--- config.mk ---
export PLATFORM = sky130hd
export DESIGN_NAME = gtg_fifo
export DESIGN_NICKNAME = d
export VERILOG_FILES = /design/src/rtl/gtg_pkg.sv /design/src/rtl/gtg_fifo.sv
export SDC_FILE = /design/constraint.sdc
export NUM_CORES = 1
export LEC_CHECK = 0
export BUFFER_PORTS_ARGS = -buffer_cell sky130_fd_sc_hd__buf_2
export CORE_MARGIN = 2
export CORE_UTILIZATION = 43
export DETAILED_ROUTE_END_ITERATION = 16
export GPL_TIMING_DRIVEN = 0
export PLACE_DENSITY = 0.67
export SYNTH_ARGS = -nofsm -noshare
export SYNTH_HDL_FRONTEND = slang
export SYNTH_SLANG_ARGS = --single-unit
--- constraint.sdc ---
create_clock -name clk -period 9.5 [get_ports clk]
set_input_delay 0.95 -clock clk [delete_from_list [all_inputs] [get_ports clk]]
set_output_delay 0.95 -clock clk [all_outputs]
set_load 0.02 [all_outputs]
--- src/rtl/gtg_pkg.sv ---
package gtg_pkg;

  // vectoring steps of the angle/length unit
  localparam int CordicSteps = 16;
  // quotient bits produced by the distance divider
  localparam int DivSteps = 48;

  localparam logic signed [34:0] PiQ30     = 35'sd3373259426;
  localparam logic [30:0]        GainQ30   = 31'd1768195363;
  localparam logic [47:0]        DistClamp = 48'h8000_0000_0000;
  localparam logic [47:0]        DivQMax   = 48'hFFFF_FFFF_FFFF;
  localparam logic signed [32:0] OneQ29    = 33'sh0_2000_0000;

  // configuration register indexes
  typedef enum logic [2:0] {
    REG_TARGET_X     = 3'd0,
    REG_TARGET_Y     = 3'd1,
    REG_TARGET_ARMED = 3'd2,
    REG_STOP_RADIUS  = 3'd3,
    REG_LINEAR_GAIN  = 3'd4,
    REG_ANGULAR_GAIN = 3'd5
  } gtg_reg_t;

  // word handed from the front end to the back end
  typedef struct packed {
    logic signed [63:0] ux;
    logic signed [63:0] uy;
    logic [29:0]        mag;
    logic               sing;
  } gtg_work_t;

  // floor(atan(2^-i) * 2^30)
  function automatic logic [30:0] atan_q30(input int idx);
    logic [30:0] v;
    case (idx)
      0:  v = 31'd843314856;
      1:  v = 31'd497837829;
      2:  v = 31'd263043836;
      3:  v = 31'd133525158;
      4:  v = 31'd67021686;
      5:  v = 31'd33543515;
      6:  v = 31'd16775850;
      7:  v = 31'd8388437;
      8:  v = 31'd4194282;
      9:  v = 31'd2097149;
      10: v = 31'd1048575;
      11: v = 31'd524287;
      12: v = 31'd262143;
      13: v = 31'd131071;
      14: v = 31'd65535;
      15: v = 31'd32767;
      16: v = 31'd16383;
      17: v = 31'd8191;
      18: v = 31'd4095;
      19: v = 31'd2047;
      20: v = 31'd1023;
      21: v = 31'd511;
      22: v = 31'd255;
      23: v = 31'd127;
      24: v = 31'd63;
      25: v = 31'd31;
      26: v = 31'd15;
      27: v = 31'd7;
      28: v = 31'd3;
      29: v = 31'd1;
      default: v = 31'd0;
    endcase
    return v;
  endfunction

endpackage

--- src/rtl/gtg_fifo.sv ---
module gtg_fifo
  import gtg_pkg::*;
(
  input  logic      clk,
  input  logic      rst,
  input  logic      push,
  input  gtg_work_t in_word,
  output logic      out_valid,
  output gtg_work_t out_word,
  output logic      full
);

  gtg_work_t  mem [0:1];
  logic       wptr, rptr;
  logic [1:0] count;
  logic       pop;

  // the back end never stalls, so any held word drains at once
  assign out_valid = (count != 2'd0);
  assign pop       = out_valid;
  assign full      = (count == 2'd2);
  assign out_word  = mem[rptr];

  always_ff @(posedge clk) begin
    if (rst) begin
      wptr  <= 1'b0;
      rptr  <= 1'b0;
      count <= 2'd0;
    end else begin
      if (push) begin
        wptr <= ~wptr;
      end
      if (pop) begin
        rptr <= ~rptr;
      end
      count <= count + 2'(push) - 2'(pop);
    end
  end

  always_ff @(posedge clk) begin
    if (push) begin
      mem[wptr] <= in_word;
    end
  end

endmodule

-- Yosys cells after proc, flatten, opt, wreduce, memory -nomap -nowiden
Memory sizes are Yosys's and may differ from the RTL's. A register that Yosys moved wholly into a read port is not among the register bits.
Index checks and enable logic that the tools add are counted.
- register bits after elaboration: 4
- bits in writable memories: 318
- input port bits: 162
- output and inout bits: 161
- word-level logic and storage cells: 14
- memories: 1
- add/subtract/negate cells: 2
- equality and inequality tests: 1
- multiplexer cells: 4
- bitwise operators: 2
- reduce and logical (&&, ||, !) cells: 1
- memories (name ; words ; width ; rd ports ; clocked after Yosys merged registers in ; write ports ; RTL line ; source):
    mem ; 2 ; 159 ; 1 ; 1 ; 1 ; gtg_fifo.sv:13 ; gtg_work_t mem [0:1];
- operators with widths (kind ; number):
    $mux 1 ; 4
    $add 2x1->2 ; 1
    $eq 2x2->1 const B ; 1
    $not 1->1 ; 2
    $reduce_bool 2->1 ; 1
    $sub 2x1->2 ; 1

-- Longest topological paths before layout
- depth in word-level cells: 3
- depth in mapped cells: 4

-- Worst setup path before layout
No wires, ideal clock.
- path type: input to register
- start point: input port push
- end point: memory mem[0][0] (netlist bit), enable pin
- setup time: 0.699 ns
- data arrival time: 7.822 ns
- data required time: 8.801 ns
- path slack: 0.979 ns
- stages on the path: 1
- path buffers: 0
- cell sequence: nor2b_1
- word-level cells in the longest chain between the ends: 2
- ends and longest elaborated chain (element ; RTL line ; source):
    from (decl) ; gtg_fifo.sv:6 ; input logic push,
    $mux 1 ; gtg_fifo.sv:41 ; if (push) begin
    $mux 1 (not written as such) ; gtg_fifo.sv:42 ; mem[wptr] <= in_word;
    to (decl) ; gtg_fifo.sv:13 ;
No other way between the ends.

==> out/metrics.yaml <==
outcome: "finished clean"
crit_path_frequent_cell: "buf_6"
crit_buf_inv: 4
area_growth_pct: 27.2
placementRows: 61
htree_levels: 2
worst_setup_path_start_kind: "flip-flop"
grt_max_degree: 62
core_mm2: 0.0278
cp_cell_sequence: "buf_6 -> buf_6 -> buf_6 -> mux2_4 -> buf_2"
synth_seq_cells: 323
finalCriticalPeriod_ps: 2830
arrival_ps: 1880
overflow: 0
io_pins: 323
grt_pass1_wl_um: 32700
ant_nets: 0
nFillCells: 2276
hold_path.class: "flip-flop to flip-flop"
clock_sinks: 323
gp_congestion: 0.720
drt-wirelength-per-cell_um: 17.5
critPathTopFamily: "buffers and inverters"
placed_area_mm2: 0.0144
holdCritStartpoint: "rptr"
rr_worst_depth: 3
ctsHoldBuffers: 0
synth.yosys.seq_area_share: 0.797
setup_viol: 0
min_path_cells: 2
finalClockSkew_ps: 18.3
maxSlewViolCount: 0
setup_tns_ps: 0
slowest_stage: "dfxtp_1"
drc_errors: 0
ys_warn_count: 0
r2r_slack_ps: 7580
endpoint_kind: "output port"
max_slew_margin: 0.454
slowest_delay_ps: 320
p_per_area_mw_per_mm2: 212
period_share: 0.298
grt_usage: 0.146
power_leakage_nw: 5.98
design_area_mm2: 0.0154
path_class: "flip-flop to output port"
synth_area_per_cell_um2: 23.5
r2r-start: "wptr"
timing.rr.end: "mem[0][110]"
final_cell_mix: "buf_2, edfxtp_1, mux2_4, mux2_2, clkbuf_16"
initial_core_util: 0.436
first_global_vias: 6125
fmaxAchievable_mhz: 353
cts_root_buf: "clkbuf_16"
hold_viol_final: 0
cts_buffer_depth: 3
syn_nets: 679
cts_made_buffers: 35
antenna_found_initial: 4
wl_um: 22500
cts_tree: "done"
vias: 5990
cp_data_required_time_ps: 8550
seq_area_mm2: 0.00965
drt_iter0_markers: 275
hpwl_um: 15400
multi_input_area_mm2: 0.00229
numPortBuffers: 322
avgViaCountPerCell: 4.66
post_cts_resized: 0
rsz0062_at_grt: "false"
synthCells: 516
worst_slew_pin_slew_ps: 817
drive_above_1_share: 0.612
die-area_mm2: 0.0295
maxCapViolations: 0
cts_setup_buffers: 0
first_pass_iters: 5
netlist_area_mm2: 0.0121
ir_worst_vdd_v: 0.000225
synth.distinct_cells: 17
die_h_um: 172
worst-path-max-fanout: 10
clock_latency_ps: 500
mostFrequentLayoutCell: "buf_2"
die_x_um: 172
clk_pin_slew_ps: 60
final_nets: 1045
## cells by family (layout without fill, tap and decap cells)
family | after synthesis | count (layout) | share of synthesized area
adders and majority gates | 1 | 1 | 0.00103
and+or+nand+nor | 11 | 11 | 0.00527
buffers and inverters | 18 | 407 | 0.0147
xor gates and xnor gates | 1 | 1 | 0.000724
muxes | 159 | 159 | 0.179
DFF | 323 | 323 | 0.797
other | 0 | 3 | 0
AOI/OAI and AO/OA | 3 | 3 | 0.00186
## per-stage QoR
step | hold slack, ps | power (mW) | utilization | worst slack, ps | cells
floorplan | 496 | 1.97 | - | 979 | 516
global placement | 514 | 2.11 | 0.511 | -3550 | 1216
detailed placement | 547 | 2.10 | 0.517 | 6780 | 1223
CTS | 558 | 3.32 | 0.554 | 6610 | 1283
global route | 606 | 3.39 | 0.554 | 6590 | 1286
finish | 551 | 3.27 | 0.554 | 6670 | 1286
## report_power, final
part / total, mW / switching [mW] / internal (mW)
sequential: 1.68 / 0.0183 / 1.66
combinational: 0.384 / 0.215 / 0.169
clock: 1.21 / 0.499 / 0.706
## sequential cells by signal, indices dropped and copies added, names as in the netlist, named ones only
| register | flops |
|---|---|
| rptr | 1 |
| count | 2 |
| wptr | 1 |
| mem | 318 |
## how the worst max path moves through the flow
| stage | to | slack (ps) | cells after the start |
|---|---|---|---|
| 2_1_floorplan | mem[0][0] | 980 | 1 |
| 3_3_place_gp | mem[0][107] | -3550 | 2 |
| 3_5_place_dp | mem[0][107] | 6780 | 4 |
| 4_1_cts | out_word[86] | 6610 | 5 |
| 5_1_grt | out_word[86] | 6590 | 5 |
| 6_report | out_word[86] | 6670 | 5 |
## per-layer routing
metal | share of wire | wire length, µm | track usage | vias up
met5 | 0.00040 | 9 | 0 | -
met3 | 0.11 | 2370 | 0.0578 | 54
met4 | 0.036 | 814 | 0.0621 | 2
li1 | - | - | - | 2801
met2 | 0.48 | 10800 | 0.245 | 256
met1 | 0.38 | 8500 | 0.167 | 2877
## cells in the mapped netlist, drive strengths merged
| master | n | area share |
|---|---|---|
| edfxtp | 318 | 0.79 |
| mux2 | 159 | 0.18 |
| buf | 18 | 0.015 |
| dfxtp | 5 | 0.0083 |
| nor2b | 4 | 0.0021 |
| nor3 | 3 | 0.0012 |
| a21bo | 1 | 0.00083 |
| a21oi | 1 | 0.00041 |
| and2 | 1 | 0.00052 |
| ha | 1 | 0.0010 |
| nand3b | 1 | 0.00062 |
| nor2 | 1 | 0.00031 |
| o21a | 1 | 0.00062 |
| or2 | 1 | 0.00052 |
| xnor2 | 1 | 0.00072 |
## worst min-delay path, cell delays in order (launching register included)
cell	delay [ps]
dfxtp_1	330
o21a_1	140
nor3_1	40
## area by class of cell
cell class,instances,share of cell area
diodes,3,0.000488
well taps,378,0.0307
repair buffers,329,0.115
plain buffers,18,0.0115
multi-input cells,175,0.149
flip-flops and latches,323,0.627
clock inverters,16,0.00496
clock buffers,44,0.0618
Power figures use the tool's default switching activity.
